==> config.mk <==
export PLATFORM = sky130hd
export DESIGN_NAME = integer_to_roman_numeral_flat
export DESIGN_NICKNAME = d
export VERILOG_FILES = /design/src/design/itr_pkg.sv /design/src/design/itr_if.sv /design/src/design/integer_to_roman_numeral.sv /design/src/design/itr_dp.sv /design/src/design/itr_ctrl.sv /design/src/flat_wrapper.sv
export SDC_FILE = /design/constraint.sdc
export NUM_CORES = 1
export LEC_CHECK = 0
export BUFFER_PORTS_ARGS = -buffer_cell sky130_fd_sc_hd__buf_2
export CAP_MARGIN = 20
export CORE_ASPECT_RATIO = 1.4
export CORE_MARGIN = 5
export CORE_UTILIZATION = 30
export DETAILED_ROUTE_END_ITERATION = 10
export SLEW_MARGIN = 0
export SYNTH_ARGS = -nofsm -noshare
export SYNTH_HDL_FRONTEND = slang
export SYNTH_HIERARCHICAL = 1
export SYNTH_SLANG_ARGS = --single-unit
==> constraint.sdc <==
create_clock -name clk -period 14.8 [get_ports clk]
set_clock_uncertainty 0.1 [all_clocks]
set_input_delay 0.74 -clock clk [delete_from_list [all_inputs] [get_ports clk]]
set_output_delay 0.74 -clock clk [all_outputs]
set_load 0.02 [all_outputs]
==> src/design/itr_pkg.sv <==
// itr_pkg: shared types, constants and numeral lookup functions
// for the integer to roman numeral converter; no dependencies
package itr_pkg;

	localparam int VALUE_W  = 10;
	localparam int SYMBOL_W = 7;

	localparam logic [VALUE_W-1:0] VALUE_MAX = VALUE_W'(1000);

	localparam logic [SYMBOL_W-1:0] CH_NONE = 7'h00;
	localparam logic [SYMBOL_W-1:0] CH_I    = 7'h49;
	localparam logic [SYMBOL_W-1:0] CH_V    = 7'h56;
	localparam logic [SYMBOL_W-1:0] CH_X    = 7'h58;
	localparam logic [SYMBOL_W-1:0] CH_L    = 7'h4c;
	localparam logic [SYMBOL_W-1:0] CH_C    = 7'h43;
	localparam logic [SYMBOL_W-1:0] CH_D    = 7'h44;
	localparam logic [SYMBOL_W-1:0] CH_M    = 7'h4d;

	typedef enum logic [1:0] {
		KIND_ONE,
		KIND_FIVE,
		KIND_TEN
	} kind_t;

	typedef struct packed {
		logic load;
		logic split;
		logic emit;
	} itr_cmd_t;

	typedef struct packed {
		logic last;
	} itr_sts_t;

	// number of letters a decimal digit writes
	function automatic logic [2:0] digit_len(input logic [3:0] d);
		logic [2:0] len;
		begin
			case (d)
				4'd1, 4'd5:        len = 3'd1;
				4'd2, 4'd4, 4'd6,
				4'd9:              len = 3'd2;
				4'd3, 4'd7:        len = 3'd3;
				4'd8:              len = 3'd4;
				default:           len = 3'd0;
			endcase
			return len;
		end
	endfunction

	// which letter of its place the k-th letter of digit d is
	function automatic kind_t sym_kind(input logic [3:0] d, input logic [1:0] k);
		kind_t kind;
		begin
			case (d)
				4'd4:                    kind = (k == 2'd0) ? KIND_ONE : KIND_FIVE;
				4'd9:                    kind = (k == 2'd0) ? KIND_ONE : KIND_TEN;
				4'd5, 4'd6, 4'd7, 4'd8:  kind = (k == 2'd0) ? KIND_FIVE : KIND_ONE;
				default:                 kind = KIND_ONE;
			endcase
			return kind;
		end
	endfunction

	// ascii letter for a kind at a decimal place (0 units .. 3 thousands)
	function automatic logic [SYMBOL_W-1:0] sym_char(input kind_t kind, input logic [1:0] pos);
		logic [SYMBOL_W-1:0] ch;
		begin
			ch = CH_NONE;
			unique case (kind)
				KIND_ONE: begin
					case (pos)
						2'd0:    ch = CH_I;
						2'd1:    ch = CH_X;
						2'd2:    ch = CH_C;
						default: ch = CH_M;
					endcase
				end
				KIND_FIVE: begin
					case (pos)
						2'd0:    ch = CH_V;
						2'd1:    ch = CH_L;
						default: ch = CH_D;
					endcase
				end
				KIND_TEN: begin
					case (pos)
						2'd0:    ch = CH_X;
						2'd1:    ch = CH_C;
						default: ch = CH_M;
					endcase
				end
				default: ch = CH_NONE;
			endcase
			return ch;
		end
	endfunction

endpackage

==> src/design/itr_if.sv <==
// itr_in_if, itr_out_if: valid/ready channels for number and letter transactions
// depends on itr_pkg
interface itr_in_if;
	logic                        valid;
	logic                        ready;
	logic [itr_pkg::VALUE_W-1:0] value;

	modport source (output valid, output value, input ready);
	modport sink   (input valid, input value, output ready);
endinterface

interface itr_out_if;
	logic                         valid;
	logic                         ready;
	logic [itr_pkg::SYMBOL_W-1:0] symbol;
	logic                         last;
	logic                         out_of_range;

	modport source (output valid, output symbol, output last, output out_of_range, input ready);
	modport sink   (input valid, input symbol, input last, input out_of_range, output ready);
endinterface

==> src/design/integer_to_roman_numeral.sv <==
// integer_to_roman_numeral: top level joining controller and datapath
// depends on itr_pkg, itr_if, itr_ctrl, itr_dp
//
//   channel  dir  payload                        meaning
//   din      in   value[9:0]                     number to convert
//   dout     out  symbol[6:0] last out_of_range  one numeral letter per transaction
//
// a number writes n letters, n the letter count (1 to 12)
// the load splits off hundreds, the split state splits tens and units,
// then the letter sequencer emits one letter per unstalled cycle into the output register
// din is ready only between numbers; the last letter may still wait in the output register
// a stall on dout holds the sequencer; reset clears the controller only
module integer_to_roman_numeral (
	input  logic       clk,
	input  logic       arst_n,
	itr_in_if.sink     din,
	itr_out_if.source  dout
);

	itr_pkg::itr_cmd_t cmd;
	itr_pkg::itr_sts_t sts;

	itr_ctrl u_ctrl (
		.clk       (clk),
		.arst_n    (arst_n),
		.in_valid  (din.valid),
		.in_ready  (din.ready),
		.out_valid (dout.valid),
		.out_ready (dout.ready),
		.sts       (sts),
		.cmd       (cmd)
	);

	itr_dp u_dp (
		.clk          (clk),
		.cmd          (cmd),
		.value        (din.value),
		.sts          (sts),
		.symbol       (dout.symbol),
		.last         (dout.last),
		.out_of_range (dout.out_of_range)
	);

	a_err_is_last: assert property (@(posedge clk) disable iff (!arst_n)
		dout.valid && dout.out_of_range |-> dout.last && (dout.symbol == itr_pkg::CH_NONE))
		else $error("error transaction not a single zero letter");

	a_letter_nonzero: assert property (@(posedge clk) disable iff (!arst_n)
		dout.valid && !dout.out_of_range |-> dout.symbol != itr_pkg::CH_NONE)
		else $error("valid numeral letter is zero");

	a_one_at_a_time: assert property (@(posedge clk) disable iff (!arst_n)
		din.valid && din.ready |=> !din.ready)
		else $error("new number taken before previous one finished");

endmodule

==> src/design/itr_dp.sv <==
// itr_dp: digit split and letter generation datapath with output payload register
// depends on itr_pkg
module itr_dp (
	input  logic                         clk,
	input  itr_pkg::itr_cmd_t            cmd,
	input  logic [itr_pkg::VALUE_W-1:0]  value,
	output itr_pkg::itr_sts_t            sts,
	output logic [itr_pkg::SYMBOL_W-1:0] symbol,
	output logic                         last,
	output logic                         out_of_range
);

	logic [3:0]  hund_q;
	logic [6:0]  rem_q;
	logic        err_q;
	logic        thou_q;
	logic [3:0]  dig_q [4];
	logic [1:0]  pos_q;
	logic [1:0]  k_q;

	logic [itr_pkg::SYMBOL_W-1:0] symbol_q;
	logic                         last_q;
	logic                         oor_q;

	// hundreds by reciprocal multiply, valid below 1024
	logic [15:0] prod_h;
	logic [3:0]  hund;
	logic [9:0]  rem_full;

	// tens and units from the remainder
	logic [13:0] prod_t;
	logic [3:0]  tens;
	logic [6:0]  tens_x10;
	logic [6:0]  units_full;
	logic [3:0]  split_dig [4];
	logic [1:0]  start_pos;

	logic [3:0]       cur_dig;
	logic [2:0]       cur_len;
	itr_pkg::kind_t   cur_kind;
	logic             end_of_dig;
	logic             lower_nz;
	logic [1:0]       next_pos;
	logic             char_last;

	always_comb begin
		prod_h   = 16'(value) * 16'd41;
		hund     = prod_h[15:12];
		rem_full = value - (10'(hund) * 10'd100);
	end

	always_comb begin
		prod_t       = 14'(rem_q) * 14'd103;
		tens         = prod_t[13:10];
		tens_x10     = {tens[3:0], 3'b000} + {2'b00, tens[3:0], 1'b0};
		units_full   = rem_q - tens_x10;
		split_dig[3] = {3'b000, thou_q};
		split_dig[2] = thou_q ? 4'd0 : hund_q;
		split_dig[1] = thou_q ? 4'd0 : tens;
		split_dig[0] = thou_q ? 4'd0 : units_full[3:0];
		start_pos    = 2'd0;
		for (int i = 0; i < 4; i++) begin
			if (split_dig[i] != 4'd0) start_pos = 2'(i);
		end
	end

	always_comb begin
		cur_dig    = dig_q[pos_q];
		cur_len    = itr_pkg::digit_len(cur_dig);
		cur_kind   = itr_pkg::sym_kind(cur_dig, k_q);
		end_of_dig = ({1'b0, k_q} + 3'd1) >= cur_len;
		lower_nz   = 1'b0;
		next_pos   = 2'd0;
		for (int i = 0; i < 4; i++) begin
			if ((2'(i) < pos_q) && (dig_q[i] != 4'd0)) begin
				lower_nz = 1'b1;
				next_pos = 2'(i);
			end
		end
		char_last = err_q || (end_of_dig && !lower_nz);
	end

	always_ff @(posedge clk) begin
		if (cmd.load) begin
			err_q  <= (value == '0) || (value > itr_pkg::VALUE_MAX);
			thou_q <= (value == itr_pkg::VALUE_MAX);
			hund_q <= hund;
			rem_q  <= rem_full[6:0];
		end
		if (cmd.split) begin
			for (int i = 0; i < 4; i++) begin
				dig_q[i] <= split_dig[i];
			end
			pos_q <= start_pos;
			k_q   <= 2'd0;
		end
		if (cmd.emit) begin
			symbol_q <= err_q ? itr_pkg::CH_NONE : itr_pkg::sym_char(cur_kind, pos_q);
			last_q   <= char_last;
			oor_q    <= err_q;
			if (end_of_dig) begin
				pos_q <= next_pos;
				k_q   <= 2'd0;
			end else begin
				k_q <= k_q + 2'd1;
			end
		end
	end

	assign sts.last     = char_last;
	assign symbol       = symbol_q;
	assign last         = last_q;
	assign out_of_range = oor_q;

endmodule

==> src/design/itr_ctrl.sv <==
// itr_ctrl: controller state machine sequencing load, split and letter emission
// depends on itr_pkg
module itr_ctrl (
	input  logic              clk,
	input  logic              arst_n,
	input  logic              in_valid,
	output logic              in_ready,
	output logic              out_valid,
	input  logic              out_ready,
	input  itr_pkg::itr_sts_t sts,
	output itr_pkg::itr_cmd_t cmd
);

	typedef enum logic [1:0] {
		ST_IDLE,
		ST_SPLIT,
		ST_EMIT
	} state_t;

	state_t state_q;
	logic   out_valid_q;
	logic   slot_free;

	assign slot_free = !out_valid_q || out_ready;
	assign in_ready  = (state_q == ST_IDLE);
	assign out_valid = out_valid_q;

	always_comb begin
		cmd.load  = (state_q == ST_IDLE) && in_valid;
		cmd.split = (state_q == ST_SPLIT);
		cmd.emit  = (state_q == ST_EMIT) && slot_free;
	end

	always_ff @(posedge clk or negedge arst_n) begin
		if (!arst_n) begin
			state_q     <= ST_IDLE;
			out_valid_q <= 1'b0;
		end else begin
			if (cmd.emit) begin
				out_valid_q <= 1'b1;
			end else if (out_ready) begin
				out_valid_q <= 1'b0;
			end
			unique case (state_q)
				ST_IDLE: begin
					if (in_valid) state_q <= ST_SPLIT;
				end
				ST_SPLIT: begin
					state_q <= ST_EMIT;
				end
				ST_EMIT: begin
					if (cmd.emit && sts.last) state_q <= ST_IDLE;
				end
				default: state_q <= ST_IDLE;
			endcase
		end
	end

	// one command at a time
	a_cmd_onehot: assert property (@(posedge clk) disable iff (!arst_n)
		$onehot0({cmd.load, cmd.split, cmd.emit}))
		else $error("controller issued overlapping commands");

endmodule
==> src/flat_wrapper.sv <==
// flat-port wrapper written by rule: the top's interface ports become plain ports
module integer_to_roman_numeral_flat 
  (clk, arst_n, din_valid, din_value, din_ready, dout_valid, dout_symbol, dout_last, dout_out_of_range, dout_ready);
  itr_in_if din_i ();
  itr_out_if dout_i ();
  input  logic clk;
  input  logic arst_n;
  input wire logic [$bits(din_i.valid)-1:0] din_valid;
  input wire logic [$bits(din_i.value)-1:0] din_value;
  output wire logic [$bits(din_i.ready)-1:0] din_ready;
  output wire logic [$bits(dout_i.valid)-1:0] dout_valid;
  output wire logic [$bits(dout_i.symbol)-1:0] dout_symbol;
  output wire logic [$bits(dout_i.last)-1:0] dout_last;
  output wire logic [$bits(dout_i.out_of_range)-1:0] dout_out_of_range;
  input wire logic [$bits(dout_i.ready)-1:0] dout_ready;
  assign din_i.valid = din_valid;
  assign din_i.value = din_value;
  assign din_ready = din_i.ready;
  assign dout_valid = dout_i.valid;
  assign dout_symbol = dout_i.symbol;
  assign dout_last = dout_i.last;
  assign dout_out_of_range = dout_i.out_of_range;
  assign dout_i.ready = dout_ready;
  integer_to_roman_numeral u_core (.clk(clk), .arst_n(arst_n), .din(din_i), .dout(dout_i));
endmodule
* Yosys cells after proc, flatten, opt, wreduce, memory -nomap -nowiden *
Memories as Yosys holds them, arrays and structs flattened. A register that Yosys moved wholly into a read port is not among the register bits.
Index checks and enable logic that the tools add are counted.

storage, ports and cells
  memory bits (read-only) = 48
  output and inout bits = 11
  bits of input ports = 14
  memories kept = 2
  RAM bits = 16
  word-level logic and storage cells = 104
  flip-flop bits (word level) = 29

cells by class
  equal/unequal tests = 15
  add/subtract/negate cells = 5
  reductions and logical operators = 28
  $mul = 3
  multiplexer cells = 34
  $lt $le $gt $ge = 6

memories
  name               depth  bits a word  read ports  clocked after memory_dff  write ports  RTL line       text
  (name not given)   16     3            1           0                         0            itr_pkg.sv:39  case (d)
  u_core.u_dp.dig_q  4      4            5           1                         4            itr_dp.sv:17   logic [3:0] dig_q [4];

operators by type and width
  cell                                                                   count
  2-bit two-way mux                                                      13
  4-bit nonzero test                                                     6
  7-bit one-hot mux with 3 select lines                                  1
  5-bit one-hot mux with 2 select lines                                  2
  4-bit by 3-bit equality test with 1-bit output, second input constant  4
  10-bit by 6-bit multiplier with 16-bit output, second input constant   1
  5-bit one-hot mux with 3 select lines                                  1
  7-bit by 7-bit multiplier with 14-bit output, second input constant    1
  1-bit two-way mux                                                      12
  4-bit two-way mux                                                      3
  2-bit one-hot mux with 3 select lines                                  2
  10-bit equality test, second input constant                            1
  10-bit greater-than comparator, second input constant                  1
  10-bit logical NOT                                                     1
  4-bit equality test, second input constant                             2
  1-bit logical AND                                                      8
  2-bit logical NOT                                                      4
  7-bit subtractor                                                       1
  2-bit by 1-bit equality test with 1-bit output, second input constant  3
  2-bit equality test, second input constant                             3
  4-bit by 5-bit multiplier with 5-bit output, second input constant     1
  4-bit adder                                                            1
  1-bit by 2-bit < comparator with 1-bit output, first input constant    2
  2-bit < comparator, first input constant                               2
  11 further kinds                                                       15

* Depth between registers and ports, before layout *
Gate-level depths: netlist of run 1.
An unclocked memory read counts as a cell.

  word-level depth = 13
  mapped depth = 20
  depth with buffers taken out = 20

* Cells and area by module *
The synthesis of run 1 kept the hierarchy.

modules (own cells, without submodules)
  module    sequential area each (um^2)  cells each  area an instance (um^2)  instances
  itr_dp    1121.1                       373         3878.7                   1
  itr_ctrl  75.1                         13          137.6                    1

* Least setup slack after synthesis of run 1 *
Ideal clock, no wire load.

  path kind = in2reg
  from = input din_value[4]
  to = register u_core.u_dp.rem_q[6] (data pin)
  required time = 14.432 ns
  setup time = 0.268 ns
  stages on the path = 18
  setup slack = 10.030 ns
  buffers on the path = 0
  arrival = 4.403 ns
  cells stage by stage = ha_1 > inv_1 > fa_1 > inv_1 > ha_1 > ha_1 > a211oi_1 > nand2_1 > o21bai_1 > a21boi_0 > o21ai_0 > or3b_2 > ha_1 > inv_1 > ha_1 > a21oi_1 > xnor2_1 > xnor3_1

on the way
  cells in the longest elaborated chain, start to end = 3

ends and longest elaborated chain
  what                                           RTL line           text
  from (decl)                                    flat_wrapper.sv:9  input wire logic [$bits(din_i.value)-1:0] din_value;
  10-bit by 6-bit multiplier with 16-bit output  itr_dp.sv:47       prod_h = 16'(value) * 16'd41;
  via u_core.u_dp.prod_h[15]                     itr_dp.sv:26       logic [15:0] prod_h;
  4-bit by 5-bit multiplier with 5-bit output    itr_dp.sv:49       rem_full = value - (10'(hund) * 10'd100);
  7-bit subtractor                               itr_dp.sv:49
  via u_core.u_dp.rem_full[6]                    itr_dp.sv:28       logic [9:0] rem_full;
  to (signal assigned)                           itr_dp.sv:88       rem_q <= rem_full[6:0];
  to (decl)                                      itr_dp.sv:14       logic [6:0] rem_q;

The timed path passes the listed nets, and every way through them passes these cells.
A chain may end at the register's enable or synchronous reset.

==> flow_metrics.py, run 1 <==
metrics = {
    "run_status": {
        "status": "finished clean",
    },
    "placement": {
        "io_buffers": 23,
        "gp_congestion": 0.839,
        "pre_cts_slack_ps": 9470,
        "dpl.hpwl_um": 6670,
        "placed_area_um2": 4320,
    },
    "routing": {
        "antenna_left": 0,
        "num_vias": 2881,
        "postRouteWirelength_um": 7840,
        "first_pass_iters": 4,
        "viasPerCell": 4.85,
        "drt_iter0_drc": 82,
        "wl_per_cell_um": 13.2,
        "drc": 0,
    },
    "cts": {
        "post_cts_resized": 0,
        "cts_buffers": 5,
        "clk_path_buf_depth": 2,
        "clk_pin_slew_ps": 60,
        "cts_root_buf": "clkbuf_16",
        "holdBufCountCts": 0,
        "htreeDepth": 2,
        "clkSinkCount": 41,
        "cts_setup_buffers": 0,
        "tritoncts": "built",
        "clk_latency_ps": 290,
    },
    "synthesis": {
        "syn_avg_cell_area_um2": 10.4,
        "ys.flop_type": "edfxtp_1",
        "synth_edf_count": 36,
        "yosysSeqAreaShare_pct": 29.8,
        "synth_top_area_share_pct": 26.9,
        "synth_fp_nets": 495,
        "ys_ff_latch": 41,
        "yosysTopAreaCell": "edfxtp_1",
        "synth_common_cells": "ha_1 (82), inv_1 (55), edfxtp_1 (36)",
        "syn_inst": 386,
        "synth-async-reset-ratio_pct": 7.32,
        "yosysMostFrequentCell": "ha_1",
        "yosysUniqueCellTypes": 65,
        "netlist_top_cells_area": "edfxtp_1 (27%), ha_1 (26%), fa_1 (6.5%)",
        "yosys_warnings": 6,
        "syn_area_um2": 4020,
    },
    "die": {
        "die_height_um": 147,
        "rows": 50,
        "dieWidth_um": 108,
        "boundaryPins": 25,
        "start_util_pct": 30.3,
        "dieArea_um2": 15800,
        "coreArea_um2": 13300,
    },
    "critical_path": {
        "crit_top_cell": "ha_1",
        "cp-start-kind": "flop",
        "setup.worst_path.end_class": "flop",
        "path_max_fanout": 5,
        "critPathArrivalTime_ps": 5150,
        "timing.rr.start": "u_core/u_dp/rem_q[6]",
        "crit_required_ps": 14740,
        "worst-path-buf-inv": 2,
        "rr_endpoint": "u_core/u_dp/dig_q[0][3]",
        "worstSetupPathType": "reg -> reg",
        "reg2reg_depth": 17,
        "crit_chain": "ha_1, inv_1, fa_1, fa_1, ha_1, ha_1, nand4_1, a211oi_1, nor3_1, xor2_1, inv_1, ha_1, nand2_1, nand2b_1, o31ai_1, o32a_1, mux2_2",
        "cp_top_family": "adder cells",
        "slowest_stage": "fa_1",
        "critical_path.max_stage_delay_ps": 580,
        "reg2reg_setup_slack_ps": 9590,
    },
    "sta": {
        "rsz0062_at_grt": "false",
        "worstMarginPinSlew_ps": 675,
        "setup_viol": 0,
        "fmax_ghz": 0.192,
        "fin_tns_setup_ps": 0,
        "slew_violations": 0,
        "period_share_pct": 35.2,
        "worst_slack_ps": 9590,
        "period_needed_ps": 5210,
        "finalHoldViolCount": 0,
        "relSlewSlack_pct": 54.9,
    },
    "flow_run": {
        "maxCapViolCount": 0,
    },
    "layout": {
        "drive_gt1_share_pct": 11.2,
        "finalNetCount": 520,
        "n_antenna_cell": 0,
        "final_area_um2": 4490,
        "area_growth_pct": 11.9,
    },
    "global_route": {
        "track_usage_pct": 10.2,
        "antenna_found_initial": 0,
        "grt_pass1_vias": 2864,
        "gr-total-overflow": 0,
        "grt_max_degree": 22,
        "grt_pass1_wl_um": 13000,
    },
    "hold_path": {
        "min_path_type": "in -> async",
    },
}
==> worst reg2reg max path, delay by kind of cell (launching register included) <==
kind	cells	cell delay [ps]
xor+xnor	1	250
fa+ha+maj	6	2300
buf+inv	2	140
compound gates	3	940
flops	1	450
simple gates	4	460
mux	1	330
==> cells in the final DEF (no fill, tap or decap), types with 7 or more instances in the layout <==
cell type,n
xor2_1,10
nand2_1,13
nor2b_1,8
fa_1,13
a21oi_1,12
nor2_1,22
nand3_1,8
buf_2,23
o21a_1,7
ha_1,82
o21ai_0,10
xnor2_1,7
edfxtp_1,36
nor3_1,10
inv_1,55
==> final cells by class <==
class / instances / area, um2
clock buffers: 5 / 125
clock inverters: 3 / 46.3
fillers: 1405 / 8770
inverters: 55 / 206
multi-input cells: 284 / 2570
flip-flops and latches: 41 / 1200
well taps: 182 / 228
repair buffers: 24 / 123
==> worst max-delay path by stage <==
stage                               from                 endpoint  slack, ps  depth (start not counted)
global route        u_core/u_dp/rem_q[1]  u_core/u_dp/dig_q[0][3]       9280                         19
CTS                 u_core/u_dp/rem_q[6]  u_core/u_dp/dig_q[0][3]       9610                         17
floorplan                   din_value[4]     u_core/u_dp/rem_q[6]      10030                         18
detailed placement          din_value[4]     u_core/u_dp/rem_q[6]       9470                         19
finish              u_core/u_dp/rem_q[6]  u_core/u_dp/dig_q[0][3]       9590                         17
global placement            din_value[3]     u_core/u_dp/rem_q[6]       9560                         19
==> sequential cells by signal (all words and copies together), names as in the netlist <==
register / count
u_core/u_ctrl/out_valid: 1
u_core/u_ctrl/state_q: 2
u_core/u_dp/dig_q: 13
u_core/u_dp/err_q: 1
u_core/u_dp/hund_q: 4
u_core/u_dp/k_q: 2
u_core/u_dp/last: 1
u_core/u_dp/out_of_range: 1
u_core/u_dp/pos_q: 2
u_core/u_dp/rem_q: 7
u_core/u_dp/symbol: 6
u_core/u_dp/thou_q: 1
==> kinds of logic (layout without fill, tap and decap cells) <==
group / count (synthesis) / in the layout / synth area share (%)
buffers and inverters: 61 / 87 / 6.26
adder cells (fa/ha/maj): 95 / 95 / 32.0
multiplexers: 8 / 8 / 2.37
AO/OA/AOI/OAI: 66 / 66 / 12.1
XOR/XNOR: 18 / 18 / 4.27
flip-flops: 41 / 41 / 29.8
AND/OR/NAND/NOR: 96 / 96 / 13.1
other: 1 / 1 / 0.0934
==> metrics by stage <==
| stage | cells | util [%] | hold WS, ps |
|---|---|---|---|
| floorplan | 386 | - | 344 |
| global placement | 586 | 32.6 | 414 |
| detailed placement | 586 | 32.6 | 437 |
| CTS | 594 | 33.9 | 126 |
| global route | 594 | 33.9 | 129 |
| finish | 594 | 33.9 | 135 |
==> routing by layer <==
| layer | vias to the layer above | part of all wire (%) | wire, um | global-route usage (%) |
|---|---|---|---|---|
| li1 | 1454 | - | - | - |
| met3 | 15 | 3.3 | 260 | 2.02 |
| met4 | 0 | 2.5 | 193 | 3.60 |
| met1 | 1359 | 38 | 2950 | 9.96 |
| met2 | 53 | 57 | 4440 | 20.4 |
| met5 | - | 0 | 0 | 0 |
Power of run 1 is left out: the tool's default activity adds up to more than one toggle a clock period on the data nets, which glitch-free logic cannot reach.
==> run 2, diff against run 1 <==
- ABC_AREA: default -> 1
- clock period: 14.8 -> 4.78 ns (I/O delays scaled with it)
==> flow_metrics.py, run 2 <==
metrics = {
    "hold_path": {
        "min_path_type": "in -> reg",
    },
    "placement": {
        "dpl.cell_count": 700,
        "gp_congestion": 0.897,
        "placed_area_um2": 4530,
        "dpl.hpwl_um": 7000,
        "io_buffers": 23,
    },
    "sta": {
        "worstMarginPinSlew_ps": 1030,
        "period_share_pct": 89.8,
        "fin_tns_setup_ps": 0,
        "fmax_ghz": 0.233,
        "setup_viol": 0,
        "period_needed_ps": 4290,
        "rsz0062_at_grt": "false",
        "slew_violations": 0,
        "relSlewSlack_pct": 31.3,
        "finalHoldViolCount": 0,
    },
    "routing": {
        "antenna_left": 0,
        "first_pass_iters": 4,
        "drc": 0,
        "wl_per_cell_um": 11.3,
        "viasPerCell": 4.43,
        "drt_iter0_drc": 101,
        "postRouteWirelength_um": 8040,
        "num_vias": 3138,
    },
    "die": {
        "start_util_pct": 30.3,
        "coreArea_um2": 13800,
        "dieArea_um2": 16500,
        "rows": 51,
        "dieWidth_um": 110,
        "die_height_um": 150,
        "boundaryPins": 25,
    },
    "critical_path": {
        "path_max_fanout": 4,
        "slowest_stage": "fa_1",
        "critPathArrivalTime_ps": 4210,
        "cp-start-kind": "flop",
        "reg2reg_setup_slack_ps": 490,
        "crit_chain": "ha_1, inv_1, ha_1, inv_1, fa_1, fa_1, inv_1, ha_1, nand2_1, nand2_1, nor2_1, nand2_1, nand2_1, nand3_1, nand2_1, inv_1, ha_1, xnor2_1, xor2_1, xnor2_1, nor2_1",
        "crit_top_cell": "nand2_1",
        "setup.worst_path.end_class": "flop",
        "crit_required_ps": 4700,
        "critical_path.max_stage_delay_ps": 510,
        "worstSetupPathType": "reg -> reg",
    },
    "synthesis": {
        "yosysTopAreaCell": "edfxtp_1",
        "synth-async-reset-ratio_pct": 7.32,
        "synth_common_cells": "inv_1 (103), nand2_1 (96), ha_1 (82)",
        "yosys_warnings": 6,
        "yosysMostFrequentCell": "inv_1",
        "syn_avg_cell_area_um2": 8.49,
        "syn_area_um2": 4190,
        "synth_edf_count": 36,
        "yosysUniqueCellTypes": 44,
        "syn_inst": 494,
        "netlist_top_cells_area": "edfxtp_1 (26%), ha_1 (24%), inv_1 (9.2%)",
        "synth_top_area_share_pct": 25.8,
        "ys.flop_type": "edfxtp_1",
        "yosysSeqAreaShare_pct": 28.5,
        "synth_fp_nets": 603,
        "ys_ff_latch": 41,
    },
    "cts": {
        "tritoncts": "built",
        "cts_setup_buffers": 0,
        "cts_root_buf": "clkbuf_16",
        "clkSinkCount": 41,
        "htreeDepth": 2,
        "clk_pin_slew_ps": 60,
        "post_cts_resized": 0,
        "clk_path_buf_depth": 2,
        "clk_latency_ps": 280,
        "holdBufCountCts": 1,
        "cts_buffers": 5,
    },
    "layout": {
        "n_antenna_cell": 0,
        "final_area_um2": 4680,
        "top_register": "u_core/u_dp/dig_q",
        "multi_input_area_um2": 2570,
        "largest_reg_flops": 13,
        "final_cell_mix": "inv_1 (103), nand2_1 (96), ha_1 (82)",
        "stdcell_count": 709,
        "nFillCells": 1431,
        "final_common_cell": "inv_1",
        "finalNetCount": 632,
        "area_growth_pct": 11.6,
        "regArea_um2": 1200,
        "drive_gt1_share_pct": 13.5,
    },
    "global_route": {
        "grt_pass1_vias": 3337,
        "grt_pass1_wl_um": 13900,
        "antenna_found_initial": 0,
        "track_usage_pct": 10.5,
        "gr-total-overflow": 0,
        "grt_max_degree": 19,
    },
    "flow_run": {
        "maxCapViolCount": 0,
    },
    "run_status": {
        "status": "finished clean",
    },
}
run 2: changes by cell type in the layout (fill, tap and decap cells not counted), moves of 7 or more:
cell | previous run | this run
nand2_1 | 13 | 96
inv_1 | 55 | 103
nand3_1 | 8 | 22
nor2_1 | 22 | 34
nand2_2 | 0 | 9
nor2b_1 | 8 | 0
inv_2 | 0 | 7
nor2_2 | 0 | 7
o21a_1 | 7 | 0
run 2: final cells by class:
| cell class | instances | share of cell area [%] |
|---|---|---|
| multi-input combinational | 341 | 55.0 |
| sequential | 41 | 25.6 |
| inverter | 110 | 8.83 |
| tap | 185 | 4.95 |
| clock buffer | 6 | 2.75 |
| timing repair buffer | 24 | 2.67 |
| clock inverter | 2 | 0.241 |
run 2: stage by stage:
| stage | hold slack (ps) | utilization, % | setup slack [ps] |
|---|---|---|---|
| 2_1_floorplan | -157 | - | 799 |
| 3_3_place_gp | -64.9 | 32.7 | 451 |
| 3_5_place_dp | -62.5 | 32.7 | 323 |
| 4_1_cts | 88.5 | 33.8 | 464 |
| 5_1_grt | 83.4 | 33.8 | 188 |
| 6_report | 93.9 | 33.8 | 487 |
run 2: kinds of logic after synthesis:
| kind of cell | count (synthesis) | share of synthesized area, % |
|---|---|---|
| simple gates | 199 | 22.6 |
| buf+inv | 112 | 10.1 |
| fa+ha+maj | 95 | 30.7 |
| flops | 41 | 28.5 |
| compound gates | 34 | 5.46 |
| xor+xnor | 12 | 2.51 |
| other cells | 1 | 0.0894 |
run 2: worst max-delay path, delay by kind of cell (launching register included):
| family | cells | cell delay, ps |
|---|---|---|
| adders and majority gates | 6 | 2110 |
| DFF | 1 | 460 |
| and+or+nand+nor | 8 | 670 |
| buffers and inverters | 4 | 210 |
| xor gates and xnor gates | 3 | 480 |
run 2: worst paths after layout:
path	depth (start not counted)	startpoint	end
worst max-delay path	21	u_core/u_dp/rem_q[1]	u_core/u_dp/dig_q[0][3]
min in group asynchronous	2	arst_n	u_core/u_ctrl/state_q[0]
worst min register to register	3	u_core/u_ctrl/state_q[1]	u_core/u_ctrl/state_q[1]
max in group asynchronous	2	arst_n	u_core/u_ctrl/state_q[1]
worst min-delay path	1	din_value[1]	u_core/u_dp/rem_q[1]
worst max register to register	21	u_core/u_dp/rem_q[1]	u_core/u_dp/dig_q[0][3]
run 2: metal layers:
layer / track usage, % / share of wire, % / vias up
li1: - / - / 1646
met1: 10.3 / 39 / 1442
met2: 20.7 / 56 / 37
met3: 1.81 / 2.5 / 13
met4: 4.43 / 2.3 / 0
met5: 0 / 0 / -
Power of run 2 is left out for the same reason.
==> run 3, diff against run 2 <==
- SYNTH_HIERARCHICAL: 1 -> default
==> flow_metrics.py, run 3 <==
metrics = {
    "run_status": {
        "status": "finished clean",
    },
    "global_route": {
        "grt_max_degree": 14,
        "track_usage_pct": 10.6,
        "gr-total-overflow": 0,
        "antenna_found_initial": 0,
        "grt_pass1_wl_um": 13900,
        "grt_pass1_vias": 3318,
    },
    "sta": {
        "relSlewSlack_pct": 37.6,
        "setup_viol": 0,
        "slew_violations": 0,
        "period_needed_ps": 4270,
        "fmax_ghz": 0.234,
        "fin_tns_setup_ps": 0,
        "worstMarginPinSlew_ps": 932,
        "period_share_pct": 89.3,
        "finalHoldViolCount": 0,
        "rsz0062_at_grt": "false",
    },
    "critical_path": {
        "setup.worst_path.end_class": "flop",
        "crit_top_cell": "inv_1",
        "crit_chain": "ha_1, inv_1, ha_1, inv_1, fa_1, fa_1, inv_1, ha_1, nand2_1, nand2_1, inv_1, nor2_1, nor2_1, nand3b_1, nand2_1, inv_1, ha_1, xnor2_1, xor2_1, a21oi_1, o21a_1",
        "path_max_fanout": 4,
        "critical_path.max_stage_delay_ps": 510,
        "slowest_stage": "fa_1",
        "crit_required_ps": 4710,
        "timing.rr.start": "u_core.u_dp.rem_q[1]",
        "worst-path-buf-inv": 5,
        "cp-start-kind": "flop",
        "worstSetupPathType": "reg -> reg",
        "startpoint": "u_core.u_dp.rem_q[1]",
        "cp_top_family": "adder cells",
        "critPathArrivalTime_ps": 4200,
    },
    "synthesis": {
        "synth_top_area_share_pct": 26.4,
        "syn_avg_cell_area_um2": 8.38,
        "yosysMostFrequentCell": "nand2_1",
        "syn_inst": 488,
        "yosys_warnings": 0,
        "synth_fp_nets": 597,
        "ys.flop_type": "edfxtp_1",
        "synth-async-reset-ratio_pct": 7.32,
        "synth_edf_count": 36,
        "yosysTopAreaCell": "edfxtp_1",
        "ys_ff_latch": 41,
        "yosysUniqueCellTypes": 42,
        "synth_common_cells": "nand2_1 (102), inv_1 (101), ha_1 (82)",
        "syn_area_um2": 4090,
        "yosysSeqAreaShare_pct": 29.3,
        "netlist_top_cells_area": "edfxtp_1 (26%), ha_1 (25%), nand2_1 (9.4%)",
    },
    "routing": {
        "antenna_left": 0,
        "first_pass_iters": 4,
        "drc": 0,
        "postRouteWirelength_um": 7980,
        "drt_iter0_drc": 84,
        "viasPerCell": 4.53,
        "wl_per_cell_um": 11.4,
        "num_vias": 3178,
    },
    "layout": {
        "multi_input_area_um2": 2500,
        "n_antenna_cell": 0,
        "top_register": "u_core.u_dp.dig_q",
        "regArea_um2": 1200,
        "nFillCells": 1420,
        "final_common_cell": "nand2_1",
        "drive_gt1_share_pct": 10.2,
        "finalNetCount": 627,
        "final_cell_mix": "nand2_1 (102), inv_1 (101), ha_1 (82)",
        "largest_reg_flops": 13,
        "area_growth_pct": 12.2,
    },
    "cts": {
        "cts_buffers": 5,
        "clk_latency_ps": 280,
        "clk_pin_slew_ps": 60,
        "clkSinkCount": 41,
        "cts_root_buf": "clkbuf_16",
        "tritoncts": "built",
        "htreeDepth": 2,
        "clk_path_buf_depth": 2,
        "post_cts_resized": 0,
    },
    "die": {
        "dieArea_um2": 16100,
        "rows": 50,
        "boundaryPins": 25,
        "die_height_um": 148,
        "coreArea_um2": 13400,
        "dieWidth_um": 109,
        "start_util_pct": 30.5,
    },
    "placement": {
        "gp_congestion": 0.912,
        "dpl.hpwl_um": 7020,
        "io_buffers": 23,
    },
    "hold_path": {
        "min_path_type": "in -> reg",
        "min-delay-start": "dout_ready",
    },
    "flow_run": {
        "maxCapViolCount": 0,
    },
}
-- run 3: cell count changes in the layout (fill, tap and decap cells not counted), moves of 3 or more --
cell,before,now
nand2_2,9,4
a21oi_1,14,19
xnor2_1,5,2
nand2_4,3,0
inv_2,7,2
nor2_2,7,4
nand2_1,96,102
o21ai_0,5,9
-- run 3: area by class of cell --
cell class / count / area share (%)
multi-input cells: 342 / 54.5
well taps: 182 / 4.96
repair buffers: 25 / 2.89
clock buffers: 8 / 3.19
inverters: 103 / 8.43
flip-flops and latches: 41 / 26.1
-- run 3: logic make-up (layout without fill, tap and decap cells) --
logic type / Yosys count / after routing / share of synthesized area (%)
buf+inv: 105 / 136 / 9.73
flops: 41 / 41 / 29.3
other cells: 1 / 1 / 0.0917
compound gates: 39 / 39 / 5.66
simple gates: 196 / 196 / 21.4
fa+ha+maj: 95 / 95 / 31.5
xor+xnor: 11 / 11 / 2.36
-- run 3: path summary, 6_finish.rpt --
check                                      endpoint  slack [ps]  cells after the start
max in group asynchronous  u_core.u_ctrl.state_q[0]        4280                      2
setup reg to reg            u_core.u_dp.dig_q[0][3]         510                     21
hold reg to reg            u_core.u_ctrl.state_q[0]         400                      1
hold / removal              u_core.u_ctrl.out_valid          90                      2
min in group asynchronous   u_core.u_ctrl.out_valid         200                      2
setup / recovery            u_core.u_dp.dig_q[0][3]         510                     21
-- run 3: repair_timing --
item	CTS	global route
hold buffers	1	0
hold endpoints to repair	3	0
buffers inserted	0	0
-- run 3: per-layer routing --
layer | global-route usage (%) | up-vias | share of wire (%)
met2 | 21.2 | 42 | 56
met5 | 0 | - | 0
met1 | 10.6 | 1479 | 38
met4 | 3.66 | 0 | 2.3
met3 | 1.78 | 16 | 2.7
li1 | - | 1641 | -
-- run 3: through the flow --
step                      instances  setup WS (ps)  util [%]  hold slack [ps]  area, um2
after floorplan                 488            818         -             -157       4090
after global placement          691            491      33.0            -64.5       4420
after detailed placement        692            315      33.1            -59.8       4430
final                           701            511      34.3             88.2       4590
after global routing            701            164      34.3              110       4590
after CTS                       701            490      34.3             82.5       4590
Power of run 3 is left out for the same reason.
